File: config.mk
export PLATFORM = sky130hd
export DESIGN_NAME = gld_ctrl
export DESIGN_NICKNAME = d
export VERILOG_FILES = /design/src/rtl/core/gld_pkg.sv /design/src/rtl/core/gld_ctrl.sv
export SDC_FILE = /design/constraint.sdc
export NUM_CORES = 1
export LEC_CHECK = 0
export BUFFER_PORTS_ARGS = -buffer_cell sky130_fd_sc_hd__buf_2
export CORE_ASPECT_RATIO = 0.75
export CORE_MARGIN = 2
export CORE_UTILIZATION = 47
export DETAILED_ROUTE_END_ITERATION = 10
export GPL_TIMING_DRIVEN = 1
export PLACE_DENSITY = 0.89
export SYNTH_ARGS = -nofsm -noshare
export SYNTH_HDL_FRONTEND = slang
export SYNTH_SLANG_ARGS = --single-unit
File: constraint.sdc
create_clock -name clk -period 2 [get_ports clk]
set_input_delay 0.4 -clock clk [delete_from_list [all_inputs] [get_ports clk]]
set_output_delay 0.4 -clock clk [all_outputs]
set_load 0.01 [all_outputs]
File: src/rtl/core/gld_pkg.sv
package gld_pkg;

  // Width of the bit store that gathers payload bits.
  localparam int STORE_BITS = 24;
  localparam int HELD_W     = 5;
  localparam int BYTE_W     = 8;
  localparam int MCS_W      = 4;
  localparam logic [MCS_W-1:0] ROOT_MIN = 4'd2;
  localparam logic [MCS_W-1:0] ROOT_MAX = 4'd8;
  localparam int MAX_CODE_BITS_DEF = 12;

  typedef enum logic [1:0] {
    OP_START = 2'd0,
    OP_PUSH  = 2'd1,
    OP_PULL  = 2'd2,
    OP_NONE  = 2'd3
  } opcode_t;

  typedef enum logic [2:0] {
    ST_TAKEN = 3'd0,
    ST_PIXEL = 3'd1,
    ST_NEED  = 3'd2,
    ST_FULL  = 3'd3,
    ST_END   = 3'd4,
    ST_ERROR = 3'd5
  } status_t;

  typedef enum logic [1:0] {
    PIX_ZERO  = 2'd0,
    PIX_CODE  = 2'd1,
    PIX_STACK = 2'd2
  } pix_sel_t;

  typedef enum logic [3:0] {
    DP_IDLE      = 4'd0,
    DP_LATCH     = 4'd1,
    DP_START     = 4'd2,
    DP_PUSH      = 4'd3,
    DP_POP       = 4'd4,
    DP_CLEAR     = 4'd5,
    DP_END       = 4'd6,
    DP_CONSUME   = 4'd7,
    DP_FIRST     = 4'd8,
    DP_EXPAND    = 4'd9,
    DP_WALK_STEP = 4'd10,
    DP_WALK_ROOT = 4'd11,
    DP_FLUSH     = 4'd12
  } dp_op_t;

  typedef struct packed {
    dp_op_t   op;
    logic     set_res;
    status_t  res_code;
    pix_sel_t pix_sel;
    logic     load_out;
  } gld_cmd_t;

  typedef struct packed {
    opcode_t item_op;
    status_t push_status;
    logic    ended;
    logic    done;
    logic    fresh;
    logic    stack_empty;
    logic    stack_full;
    logic    bits_short;
    logic    code_clear;
    logic    code_end;
    logic    code_ge_cc2;
    logic    code_gt_nfc;
    logic    cur_ge_cc;
    logic    self_ptr;
  } gld_stat_t;

endpackage

File: src/rtl/core/gld_ctrl.sv
module gld_ctrl import gld_pkg::*; (
  input  logic      clk,
  input  logic      rst,
  input  logic      in_valid,
  output logic      in_stall,
  output logic      out_valid,
  input  logic      out_stall,
  input  gld_stat_t stat,
  output gld_cmd_t  cmd
);

  typedef enum logic [6:0] {
    S_IDLE     = 7'b0000001,
    S_DISPATCH = 7'b0000010,
    S_PULL     = 7'b0000100,
    S_POP      = 7'b0001000,
    S_WALK     = 7'b0010000,
    S_WALK_RD  = 7'b0100000,
    S_RESULT   = 7'b1000000
  } state_t;

  state_t state;
  state_t state_next;
  logic   out_valid_next;

  always_comb begin
    cmd.op       = DP_IDLE;
    cmd.set_res  = 1'b0;
    cmd.res_code = ST_TAKEN;
    cmd.pix_sel  = PIX_ZERO;
    cmd.load_out = 1'b0;
    state_next   = state;
    unique case (state)
      S_IDLE: begin
        if (in_valid) begin
          cmd.op     = DP_LATCH;
          state_next = S_DISPATCH;
        end
      end
      S_DISPATCH: begin
        unique case (stat.item_op)
          OP_START: begin
            cmd.op       = DP_START;
            cmd.set_res  = 1'b1;
            cmd.res_code = ST_TAKEN;
          end
          OP_PUSH: begin
            cmd.op       = DP_PUSH;
            cmd.set_res  = 1'b1;
            cmd.res_code = stat.push_status;
          end
          OP_PULL: begin
            state_next = S_PULL;
          end
          default: begin
            cmd.set_res  = 1'b1;
            cmd.res_code = ST_ERROR;
          end
        endcase
      end
      S_PULL: begin
        priority if (stat.ended) begin
          cmd.set_res  = 1'b1;
          cmd.res_code = ST_END;
        end else if (!stat.stack_empty) begin
          cmd.op     = DP_POP;
          state_next = S_POP;
        end else if (stat.bits_short) begin
          cmd.set_res  = 1'b1;
          cmd.res_code = stat.done ? ST_ERROR : ST_NEED;
        end else if (stat.code_clear) begin
          cmd.op = DP_CLEAR;
        end else if (stat.code_end) begin
          cmd.op       = DP_END;
          cmd.set_res  = 1'b1;
          cmd.res_code = ST_END;
        end else if (stat.fresh && stat.code_ge_cc2) begin
          cmd.op       = DP_CONSUME;
          cmd.set_res  = 1'b1;
          cmd.res_code = ST_ERROR;
        end else if (stat.fresh) begin
          cmd.op       = DP_FIRST;
          cmd.set_res  = 1'b1;
          cmd.res_code = ST_PIXEL;
          cmd.pix_sel  = PIX_CODE;
        end else if (stat.code_gt_nfc) begin
          cmd.op       = DP_CONSUME;
          cmd.set_res  = 1'b1;
          cmd.res_code = ST_ERROR;
        end else begin
          cmd.op     = DP_EXPAND;
          state_next = S_WALK;
        end
      end
      S_POP: begin
        cmd.set_res  = 1'b1;
        cmd.res_code = ST_PIXEL;
        cmd.pix_sel  = PIX_STACK;
      end
      S_WALK: begin
        priority if (stat.cur_ge_cc) begin
          state_next = S_WALK_RD;
        end else if (stat.stack_full) begin
          cmd.op       = DP_FLUSH;
          cmd.set_res  = 1'b1;
          cmd.res_code = ST_ERROR;
        end else begin
          cmd.op     = DP_WALK_ROOT;
          state_next = S_PULL;
        end
      end
      S_WALK_RD: begin
        if (stat.stack_full || stat.self_ptr) begin
          cmd.op       = DP_FLUSH;
          cmd.set_res  = 1'b1;
          cmd.res_code = ST_ERROR;
        end else begin
          cmd.op     = DP_WALK_STEP;
          state_next = S_WALK;
        end
      end
      S_RESULT: begin
        if (!(out_valid && out_stall)) begin
          cmd.load_out = 1'b1;
          state_next   = S_IDLE;
        end
      end
      default: begin
        state_next = S_IDLE;
      end
    endcase
    if (cmd.set_res) begin
      state_next = S_RESULT;
    end
  end

  assign out_valid_next = cmd.load_out | (out_valid & out_stall);
  assign in_stall       = (state != S_IDLE);

  always_ff @(posedge clk) begin
    if (rst) begin
      state     <= S_IDLE;
      out_valid <= 1'b0;
    end else begin
      state     <= state_next;
      out_valid <= out_valid_next;
    end
  end

`ifndef SYNTH
  a_load_free: assert property (@(posedge clk) disable iff (rst)
    cmd.load_out |-> !(out_valid && out_stall))
    else $error("result loaded over an unaccepted item");

  a_accept_dispatch: assert property (@(posedge clk) disable iff (rst)
    (in_valid && !in_stall) |=> (state == S_DISPATCH))
    else $error("accepted item not dispatched");

  a_result_next: assert property (@(posedge clk) disable iff (rst)
    cmd.set_res |=> (state == S_RESULT))
    else $error("result set without moving to delivery");
`endif

endmodule

# [Yosys cells after proc, flatten, opt, wreduce, memory -nomap -nowiden]
# Index checks and enable logic that the tools add are counted.
[totals] ff_bits=8 out_inout_bits=13 inputBits=21
[classes] n_reduce_logical=7 muxes=48 eq_ne=35 bitwise=3
[op_table] op="two-way mux 7 bit" count=15
[op_table] op="case mux 7 bit (7 select lines)" count=1
[op_table] op="two-way mux 4 bit" count=10
[op_table] op="case mux 4 bit (5 select lines)" count=2
[op_table] op="!= test 3 bit, second input constant" count=11
[op_table] op="two-way mux 8 bit" count=4
[op_table] op="!= test 4 bit, second input constant" count=7
[op_table] op="AND reduction 13 bit" count=2
[op_table] op="two-way mux 6 bit" count=2
[op_table] op="case mux 4 bit (3 select lines)" count=1
[op_table] op="!= test 2 bit, second input constant" count=5
[op_table] op="two-way mux 3 bit" count=3
[op_table] op="case mux 2 bit (2 select lines)" count=2
[op_table] op="== test 7 x 1 -> 1 bit, second input constant" count=1
[op_table] op="== test 7 x 2 -> 1 bit, second input constant" count=1
[op_table] op="== test 7 x 3 -> 1 bit, second input constant" count=1
[op_table] op="== test 7 x 4 -> 1 bit, second input constant" count=1
[op_table] op="== test 7 x 5 -> 1 bit, second input constant" count=1
[op_table] op="== test 7 x 6 -> 1 bit, second input constant" count=1
[op_table] op="== test 7 bit, second input constant" count=1
[op_table] op="!= test 7 x 1 -> 1 bit, second input constant" count=1
[op_table] op="two-way mux 1 bit" count=6
[op_table] op="two-way mux 2 bit" count=2
[op_table] op="!= test 3 x 2 -> 1 bit, second input constant" count=1
[op_table] op="other kinds (10)" count=11

# [Longest topological paths before layout]
[depth] ltp_word=11 mapped_depth=6 ltp_nobuf=5

# [Least setup slack after synthesis]
# Ideal clock, no wire load.
[synth_timing] kind="register to output" startpoint="register state[2]" endpoint="output port cmd[1] (netlist name)" n_path_buf=1 setup_slack_ns=0.048 path_stages_with_launch=7 arrival_time_ns=1.552 cell_sequence="dfxtp_1 > buf_2 > nor4b_1 > nand2_1 > nor3b_2 > nand2_1 > nor3_1"
[synth_lines] item="start, declared" line="gld_ctrl.sv:22" rtl="state_t state;"
[synth_lines] item="start signal, assigned" line="gld_ctrl.sv:145" rtl="state <= state_next;"
[synth_lines] item="end, declared" line="gld_ctrl.sv:9" rtl="output gld_cmd_t cmd"

==> results.sh <==
export IMPL_pre_cts_ws_ns=-0.111
export IMPL_startpoint_type="flip-flop"
export IMPL_synth_edf_count=0
export IMPL_rsz0062_at_grt="true"
export IMPL_fill_cells=77
export IMPL_die_width_um=53.1
export IMPL_nets=210
export IMPL_core_region_area_mm2=0.00172
export IMPL_ys_warn_count=0
export IMPL_port_buffers=33
export IMPL_async_reset_ff_share_pct=0
export IMPL_cp_end_kind="output port"
export IMPL_first_pass_iters=4
export IMPL_dpl_instance_area_mm2=0.00117
export IMPL_cellLeakagePower_nw=0.728
export IMPL_synthesis_nets=140
export IMPL_path_max_fanout=3
export IMPL_slew_violations=0
export IMPL_synth_area_leaders="dfxtp_1, nor2_1, nand2_1"
export IMPL_grt_use_total_pct=42.5
export IMPL_start_util_pct=49.3
export IMPL_worstHoldPathCells=2
export IMPL_reg2reg_from="state[2]$_SDFFE_PP0P_"
export IMPL_required_ns=1.60
export IMPL_finalSetupViolations=10
export IMPL_drc=0
export IMPL_grt_pass1_wl_mm=6.31
export IMPL_fin_util_pct=87.6
export IMPL_period_share_pct=117
export IMPL_timing_worst_slew_pin_value_ns=0.540
export IMPL_grt_ovfl_total=0
export IMPL_diodes=0
export IMPL_syn_area_um2=850
export IMPL_ir_drop_uv=303
export IMPL_grt_pass1_vias=1282
export IMPL_power_density_mw_per_mm2=377
export IMPL_area_delta_synth_final_pct=77.8
export IMPL_dieArea_mm2=0.00217
export IMPL_finalNonFillerCells=209
export IMPL_crit_family="simple AND/OR/NAND/NOR gates"
export IMPL_rrSetupSlack_ns=-0.03
export IMPL_avgRoutedWirePerCell_um=21.2
export IMPL_cts_tree="done"
export IMPL_maxCapViolations=0
export IMPL_cp_buffers_inverters=3
export IMPL_crit_type="flip-flop to output port"
export IMPL_synth_top_cell_area_share_pct=18.9
export IMPL_clock_sinks=8
export IMPL_drt_iter0_markers=101
export IMPL_synth_flop_cell="dfxtp_1"
export IMPL_setup_tns_ns=-2.14
export IMPL_worst_slack_ns=-0.331
export IMPL_place_gp_congestion=0.970
export IMPL_cp_slowest_cell="or4b_4"
export IMPL_die_height_um=40.8
export IMPL_r2r_end="state[2]$_SDFFE_PP0P_"
export IMPL_viasPerCell=6.54
export IMPL_vias=1366
export IMPL_htreeDepth=1
export IMPL_synth_seq_cells=8
export IMPL_syn_inst=119
export IMPL_fp_row_count=13
export IMPL_drive_above_1_share_pct=60.4
export IMPL_antenna_found_initial=0
export IMPL_clk_pin_slew_worst_paths_ns=0.07
export IMPL_place_inst=191
export IMPL_design_area_mm2=0.00151
export IMPL_dp_hpwl_mm=2.53
export IMPL_synth_seq_area_share_pct=18.9
export IMPL_ant_nets=0
export IMPL_root_buffer="clkbuf_4"
export IMPL_grt_max_degree=10
export IMPL_min_from="rst"
export IMPL_postSynthAreaPerCell_um2=7.14
export IMPL_cts_buffers=3
export IMPL_fin_crit_ns=2.33
export IMPL_synth_cell_types=48
export IMPL_clockBufferDepth=2
export IMPL_slew_headroom_pct=63.5
export IMPL_fin_skew_ns=0.0108
export IMPL_hold_viol_final=0
export IMPL_cp_arrival_ns=1.93
export IMPL_clock_latency_ns=0.28
export IMPL_min_to="out_valid$_SDFF_PP0_"
export IMPL_path_cells="buf_6 -> or4b_4 -> nor3_4 -> inv_2 -> o21ai_2 -> a211o_1 -> buf_2"
export IMPL_cpPeakStageDelay_ns=0.55
export IMPL_status="finished, violations left"
export IMPL_r2r_cells=9
export IMPL_holdCritPathClass="input port to flip-flop"
export IMPL_ctsHoldBuffers=0
export IMPL_violations="setup timing"
export IMPL_io_pins=34
export IMPL_wirelength_mm=4.42
export IMPL_max_freq_ghz=0.429
export IMPL_yosysTopAreaCell="dfxtp_1"
power by group:
group          internal, mW  switching (mW)  total [mW]  leakage, nW
registers             0.167          0.0162       0.183       0.0680
logic                 0.111           0.134       0.244        0.646
clock network        0.0696          0.0714       0.141       0.0138
total                 0.347           0.221       0.569        0.728
worst max-delay path by stage:
| stage | startpoint | end | slack (ns) | cells past startpoint |
|---|---|---|---|---|
| after floorplan | state[2]$_SDFFE_PP0P_ | cmd[1] | 0.05 | 6 |
| after global placement | state[6]$_SDFFE_PP0P_ | cmd[7] | -0.05 | 7 |
| after detailed placement | state[6]$_SDFFE_PP0P_ | cmd[7] | -0.11 | 7 |
| after CTS | state[2]$_SDFFE_PP0P_ | cmd[7] | -0.30 | 7 |
| after global routing | state[2]$_SDFFE_PP0P_ | cmd[7] | -0.37 | 7 |
| final | state[2]$_SDFFE_PP0P_ | cmd[7] | -0.33 | 7 |
routing by layer:
| metal | share of wire [%] | vias up | track usage (%) |
|---|---|---|---|
| li1 | - | 583 | - |
| met1 | 39 | 629 | 48.3 |
| met2 | 44 | 125 | 71.3 |
| met3 | 12 | 29 | 15.3 |
| met4 | 4.8 | 0 | 23.7 |
| met5 | 0 | - | 0 |
stage by stage:
stage	hold WS [ns]	total power [mW]
4_1_cts	0.399	0.526
5_1_grt	0.450	0.587
6_report	0.449	0.569
3_5_place_dp	0.542	0.364
3_3_place_gp	0.527	0.356
2_1_floorplan	0.541	0.276
cells in the mapped netlist (2+ instances only):
| master | number |
|---|---|
| a2111oi_0 | 2 |
| a211oi_1 | 2 |
| a21oi_1 | 5 |
| buf_2 | 2 |
| dfxtp_1 | 8 |
| inv_1 | 4 |
| nand2_1 | 11 |
| nand2b_1 | 2 |
| nand3_1 | 5 |
| nand4_1 | 3 |
| nand4b_1 | 2 |
| nor2_1 | 23 |
| nor2b_1 | 3 |
| nor3_1 | 3 |
| nor4b_1 | 3 |
| o211ai_1 | 2 |
| o21ai_0 | 5 |
| or2_2 | 2 |
| or3_1 | 3 |
flip-flops by register name, indices dropped and copies added, names as in the netlist:
| register | flops |
|---|---|
| out_valid | 1 |
| state | 7 |
timing repair:
item | in CTS | in global routing
endpoints found under the setup margin | 10 | 15
buffers inserted | 14 | 4
pin swaps | 17 | 12
gates resized for setup | 44 | 13
layout by cell type, fill, tap and decap left out, types with 2 or more instances in the layout:
cell	count
nor4b_4	2
nand2b_1	2
clkbuf_4	3
or2_2	2
buf_2	32
or4b_4	2
dfxtp_4	3
o211ai_1	2
a21oi_1	4
nor3_1	2
nor3_4	3
nor2b_4	2
nand4_1	3
nor2_2	2
nand2_1	7
buf_6	8
inv_1	3
nor2_4	2
o21ai_0	3
nand3_1	4
nor2_1	19
o21ai_2	2
dfxtp_2	3
dfxtp_1	2
buf_4	30
nand4b_1	2
nand3_2	2
or3_1	2
nand2_4	2
nand2_2	2
layout make-up:
type	instances	area [µm²]	area share (%)
multi-input combinational	102	795	52.6
timing repair buffer	70	475	31.5
sequential	8	175	11.6
tap	22	27.5	1.82
clock buffer	3	22.5	1.49
inverter	4	15.0	0.994
cells by family after synthesis:
family | after synthesis | share of synthesized area (%)
xor gates and xnor gates | 1 | 1.03
AOI/OAI and AO/OA | 27 | 23.7
DFF | 8 | 18.9
buffers and inverters | 9 | 5.60
and+or+nand+nor | 74 | 50.8
Note: power is estimated with default switching activity, not from simulation.
